--- src/rtl/spp_pkg.sv ---
// Shared types, constants and the CORDIC arc table of the spherical proximity block.
package spp_pkg;

   localparam int POS_BITS      = 24;
   localparam int ANGLE_BITS    = 16;
   localparam int CORDIC_STAGES = 16;
   localparam int PHASE_BITS    = 32;
   localparam int TRIG_W        = 34;
   localparam int TRIG_FRAC     = 30;
   localparam int CSR_IDX_BITS  = 4;

   localparam logic [TRIG_W-1:0] CORDIC_START = TRIG_W'(652032874);

   typedef enum logic [CSR_IDX_BITS-1:0] {
      CSR_TOLERANCE  = 4'd0,
      CSR_ANGLE_UNIT = 4'd1
   } csr_index_type;

   typedef struct packed {
      logic [POS_BITS-1:0]   position_a;
      logic [ANGLE_BITS-1:0] incl_a;
      logic [ANGLE_BITS-1:0] azim_a;
      logic [POS_BITS-1:0]   position_b;
      logic [ANGLE_BITS-1:0] incl_b;
      logic [ANGLE_BITS-1:0] azim_b;
   } req_type;

   typedef struct packed {
      logic is_close;
      logic a_before_b;
   } rsp_type;

   // Arc tangent of 2^-k in binary angle units, 2^32 to a full turn.
   function automatic logic [PHASE_BITS-1:0] arc_angle(input int k);
      logic [PHASE_BITS-1:0] a;
      case (k)
         0:  a = 32'h20000000;  1:  a = 32'h12E4051E;  2:  a = 32'h09FB385B;
         3:  a = 32'h051111D4;  4:  a = 32'h028B0D43;  5:  a = 32'h0145D7E1;
         6:  a = 32'h00A2F61E;  7:  a = 32'h00517C55;  8:  a = 32'h0028BE53;
         9:  a = 32'h00145F2F;  10: a = 32'h000A2F98;  11: a = 32'h000517CC;
         12: a = 32'h00028BE6;  13: a = 32'h000145F3;  14: a = 32'h0000A2FA;
         15: a = 32'h0000517D;  16: a = 32'h000028BE;  17: a = 32'h0000145F;
         18: a = 32'h00000A30;  19: a = 32'h00000518;  20: a = 32'h0000028C;
         21: a = 32'h00000146;  22: a = 32'h000000A3;  23: a = 32'h00000051;
         24: a = 32'h00000029;  25: a = 32'h00000014;  26: a = 32'h0000000A;
         27: a = 32'h00000005;  28: a = 32'h00000003;  29: a = 32'h00000001;
         30: a = 32'h00000001;
         default: a = 32'h00000000;
      endcase
      return a;
   endfunction

endpackage

--- src/rtl/spp_angle_conv.sv ---
// Three-stage conversion of a radian or degree angle to a 32-bit binary phase.
module spp_angle_conv import spp_pkg::*; (
   input  logic                  clock,
   input  logic                  en,
   input  logic                  degrees,
   input  logic [ANGLE_BITS-1:0] angle,
   output logic [PHASE_BITS-1:0] phase
);

   localparam int RAD_W  = ANGLE_BITS + 31;
   localparam int DEG_S  = ANGLE_BITS + 6;
   localparam int DEG_W  = 2 * ANGLE_BITS + 1;
   localparam int DEG_T  = 38 - ANGLE_BITS;
   localparam logic [30:0] INV_PI = 31'h517CC1B7;
   localparam logic [ANGLE_BITS:0] RECIP45 = (ANGLE_BITS+1)'((64'd1 << DEG_S) / 64'd45);
   localparam logic [RAD_W-1:0] RAD_HALF = RAD_W'(64'd1 << (ANGLE_BITS - 3));

   typedef logic [PHASE_BITS-1:0] rest_tab_type [64];

   // Phase contributed by a remainder below 45, rounding folded in.
   function automatic rest_tab_type build_rest();
      rest_tab_type t;
      for (int r = 0; r < 64; r++) begin
         t[r] = (r < 45) ? PHASE_BITS'(((64'(r) << DEG_T) + 64'd22) / 64'd45) : '0;
      end
      return t;
   endfunction

   localparam rest_tab_type REST = build_rest();

   logic [RAD_W-1:0]      rad_prod_ff, rad_prod_in;
   logic [DEG_W-1:0]      deg_prod_ff, deg_prod_in;
   logic [ANGLE_BITS-1:0] angle_ff;
   logic [PHASE_BITS-1:0] rad_phase_ff, rad_phase_in;
   logic [ANGLE_BITS-1:0] quo_ff, quo_in;
   logic [5:0]            rem_ff, rem_in;
   logic [PHASE_BITS-1:0] phase_ff, phase_in;
   logic [RAD_W-1:0]      rad_round;
   logic [ANGLE_BITS-1:0] quo_est;
   logic [ANGLE_BITS:0]   rem_est;
   logic [PHASE_BITS-1:0] deg_phase;

   always_comb begin
      rad_prod_in  = RAD_W'(angle) * RAD_W'(INV_PI);
      deg_prod_in  = DEG_W'(angle) * DEG_W'(RECIP45);
      rad_round    = rad_prod_ff + RAD_HALF;
      rad_phase_in = PHASE_BITS'(rad_round >> (ANGLE_BITS - 2));
      quo_est      = ANGLE_BITS'(deg_prod_ff >> DEG_S);
      rem_est      = (ANGLE_BITS+1)'(angle_ff) - (ANGLE_BITS+1)'(quo_est) * (ANGLE_BITS+1)'(45);
      if (rem_est >= (ANGLE_BITS+1)'(45)) begin
         quo_in = quo_est + ANGLE_BITS'(1);
         rem_in = 6'(rem_est - (ANGLE_BITS+1)'(45));
      end else begin
         quo_in = quo_est;
         rem_in = 6'(rem_est);
      end
      deg_phase = (PHASE_BITS'(quo_ff) << DEG_T) + REST[rem_ff];
      phase_in  = degrees ? deg_phase : rad_phase_ff;
   end

   always_ff @(posedge clock) begin
      if (en) begin
         rad_prod_ff  <= rad_prod_in;
         deg_prod_ff  <= deg_prod_in;
         angle_ff     <= angle;
         rad_phase_ff <= rad_phase_in;
         quo_ff       <= quo_in;
         rem_ff       <= rem_in;
         phase_ff     <= phase_in;
      end
   end

   assign phase = phase_ff;

endmodule

--- config.mk ---
export PLATFORM = sky130hd
export DESIGN_NAME = spp_angle_conv
export DESIGN_NICKNAME = d
export VERILOG_FILES = /design/src/rtl/spp_pkg.sv /design/src/rtl/spp_angle_conv.sv
export SDC_FILE = /design/constraint.sdc
export NUM_CORES = 1
export LEC_CHECK = 0
export BUFFER_PORTS_ARGS = -buffer_cell sky130_fd_sc_hd__buf_2
export CORE_ASPECT_RATIO = 0.8
export CORE_MARGIN = 2
export CORE_UTILIZATION = 57
export CTS_CLUSTER_DIAMETER = 200
export CTS_CLUSTER_SIZE = 24
export DETAILED_ROUTE_END_ITERATION = 10
export PLACE_DENSITY = 0.74
export SYNTH_ARGS = -nofsm -noshare
export SYNTH_HDL_FRONTEND = slang
export SYNTH_SLANG_ARGS = --single-unit
--- constraint.sdc ---
create_clock -name clock -period 18.2 [get_ports clock]
set_input_delay 1.82 -clock clock [delete_from_list [all_inputs] [get_ports clock]]
set_output_delay 1.82 -clock clock [all_outputs]
set_load 0.01 [all_outputs]
==> results by group <==
Synth
  – Mapped Cells: 1821
  – Area leader, netlist: fa_1
  – Synth cell count leaders: inv_1, ha_1, fa_1
  – Syn Std Cell Area: 0.01926 mm²
  – Yosys warnings: 0
  – Top-count cell post-synth: inv_1
  – Number of synthesized register bits: 140
  – Synth unique cells: 68
  – Area share of the largest cell type after synthesis: 27.23%
  – Mapped Nets: 2433
  – Seq/Total Area, Yosys: a little over a fifth
  – EDFF count, synth: 140
  – Ranking of synthesized cells by area: fa_1, edfxtp_1, ha_1
  – FFs w/ async S/R, synth: 0%
  – Synth Flop Type: edfxtp_1
  – Post-Syn Area per Cell: ~11 µm²

STA
  – Crit share post-route: a little over two fifths
  – Tmin final: 7759 ps
  – Fmax: around 130 MHz
  – Setup ws final: approximately 10000 ps
  – Final Hold Viols: 0
  – Final slew viol count: 0
  – Worst-Margin Slew: 887.5 ps
  – RSZ-0062 raised after global routing: false
  – Setup violators final: 0
  – Max-slew headroom: 40.83%
  – Worst Skew: roughly 13 ps
  – Setup TNS Final: 0 ps

Clock tree
  – H-tree levels: 4
  – CTS tree: done
  – Post-CTS sizing: 0
  – CTS sink cnt: 140
  – Clock Tree Root: clkbuf_16
  – Clk_lat worst skew: 430 ps
  – Hold-fix buffers, CTS: 0
  – Max clock buf depth: 2
  – Post-CTS Setup Bufs: 0
  – Register clock-pin slew on the reported worst setup and hold paths: 60 ps
  – CTS buffer count: 17

Final layout
  – Layout cells sized above 1: 5.870%
  – Post-route design area: 0.02053 mm²
  – Net count, final: 2474
  – Fillers: 2721
  – Post-Layout Cell Count: 2308
  – Ant. Diodes: 0
  – Multi-input gate area: ~0.013 mm²
  – Area delta synth->final: 6.567%
  – Register area: ~0.0042 mm²

Place
  – Dpl cell area: 0.01995 mm²
  – Buffers on Ports: 50
  – Routability cong.: around 0.99
  – Placed insts: 2277
  – Pre-CTS setup slack: 10030 ps
  – DP HPWL: 36.52 mm

Critical path
  – Max incr delay on CP: 620 ps
  – CP Launch Type: primary input
  – Critical path class: primary input to flip-flop
  – CP Data Arrival Time: 7930 ps
  – Most common cell on crit path: fa_1
  – Worst path cell trace: buf_2, inv_1, fa_1, fa_1, inv_1, fa_1, inv_1, fa_1, inv_1, fa_1, fa_1, ha_1, a21oi_1, nand2b_1, a21o_1, a221oi_2, o21ai_1, a21o_1, a21oi_1, o21bai_1, xor2_1
  – Slowest CP cell: fa_1
  – CP Max Fanout: 11
  – Crit end category: flip-flop
  – Worst EP required: 18370 ps

Drt
  – 1st-pass router iterations: 5
  – Drc violations: 0
  – Initial DRC count: 852
  – WL final: between 40 and 50 mm
  – Drt wl/cell: 18.95 µm
  – Vias per cell: 5.502
  – Post-route ant nets: 0
  – Total vias in the final route: about 13k

GRT
  – Vias in the first global route: 13.56k
  – Largest net degree at the start of global routing: 74
  – Grt total ovfl: 0
  – Initial antenna violation count: 0
  – Global-route wire length before repair: about 71 mm
  – GRT Total Usage: a little over a quarter

Flow run
  – Max_cap viols: 0

Floorplanning
  – DIE WIDTH: 209.5 µm
  – Site Rows: 60
  – Die Span Y: 168.4 µm
  – Top Ports: 51
  – Initial Utilization: a little under three fifths
  – DIE AREA: 0.03529 mm²
  – Core area: between 0.03 and 0.04 mm²

Status
  – Status: complete, no violations

Min path
  – Hold crit path type: flip-flop to flip-flop
critical path, delay by kind of cell:
family                     cells  cell delay, ps
xor gates and xnor gates       1             140
and+or+nand+nor                1              90
AOI/OAI and AO/OA              7            1620
buffers and inverters          5             640
adders and majority gates      7            3610
layout by cell type, fill, tap and decap left out, types with 3 or more instances in the layout:
master	n
or3_1	4
nand2_1	65
clkbuf_16	17
nor2_1	47
xor2_1	32
nor2b_1	7
fa_1	262
o21a_1	18
o32a_1	3
inv_6	5
a211oi_1	10
a31oi_1	8
o21ai_0	47
a22oi_1	4
ha_1	331
and3_1	15
mux2i_1	4
inv_1	464
and2_1	4
o211ai_1	9
nand2b_1	10
o21ai_1	9
clkinv_4	3
o31a_1	3
buf_2	49
nand4_1	19
a221oi_1	5
o221ai_1	6
xnor2_1	69
edfxtp_1	140
mux2_2	12
a21o_1	23
and4_1	3
o2111ai_1	5
or2_2	3
nand3_1	32
o21bai_1	5
a21oi_1	65
inv_8	3
nor3_1	14
layout make-up:
class	count	share of cell area (%)
multi-input combinational	1187	64.27
sequential	140	20.48
inverter	464	8.485
tap	434	2.645
clock buffer	17	2.072
timing repair buffer	52	1.323
clock inverter	14	0.7253
state kept, by name, indices dropped and copies added (netlist names):
name	cells
rad_phase_ff	32
quo_ff	10
rem_ff	6
angle_ff	15
deg_prod_ff	11
phase	32
rad_prod_ff	34
path summary, 6_finish.rpt:
check                         from               to  slack [ps]  cells past startpoint
setup / recovery         angle[14]  rad_prod_ff[39]       10440                     21
setup reg to reg   deg_prod_ff[25]        rem_ff[5]       12610                     16
hold / removal    rad_phase_ff[17]        phase[17]         520                      1
hold reg to reg   rad_phase_ff[17]        phase[17]         520                      1
through the flow:
step / utilization (%) / hold slack (ps)
after detailed placement: 59.59 / 506.8
after global placement: 59.59 / 506.3
final: 61.31 / 523.8
after floorplan: - / 497.2
after global routing: 61.31 / 540.0
after CTS: 61.31 / 526.0
kinds of logic after synthesis:
group,Yosys count,synth area share (%)
buf+inv,494,9.685
flops,140,21.83
compound gates,245,8.282
xor+xnor,101,4.592
simple gates,231,5.859
mux,17,1.026
fa+ha+maj,593,48.73
per-layer routing:
metal / track usage [%] / share of wire (%)
met3: 6.752 / 7.4
met5: 0 / 0
met4: 6.260 / 1.7
met2: 42.17 / 45
met1: 36.18 / 46
Power is left out: the tool's default activity adds up to more than one toggle a clock period on the data nets, which glitch-free logic cannot reach.
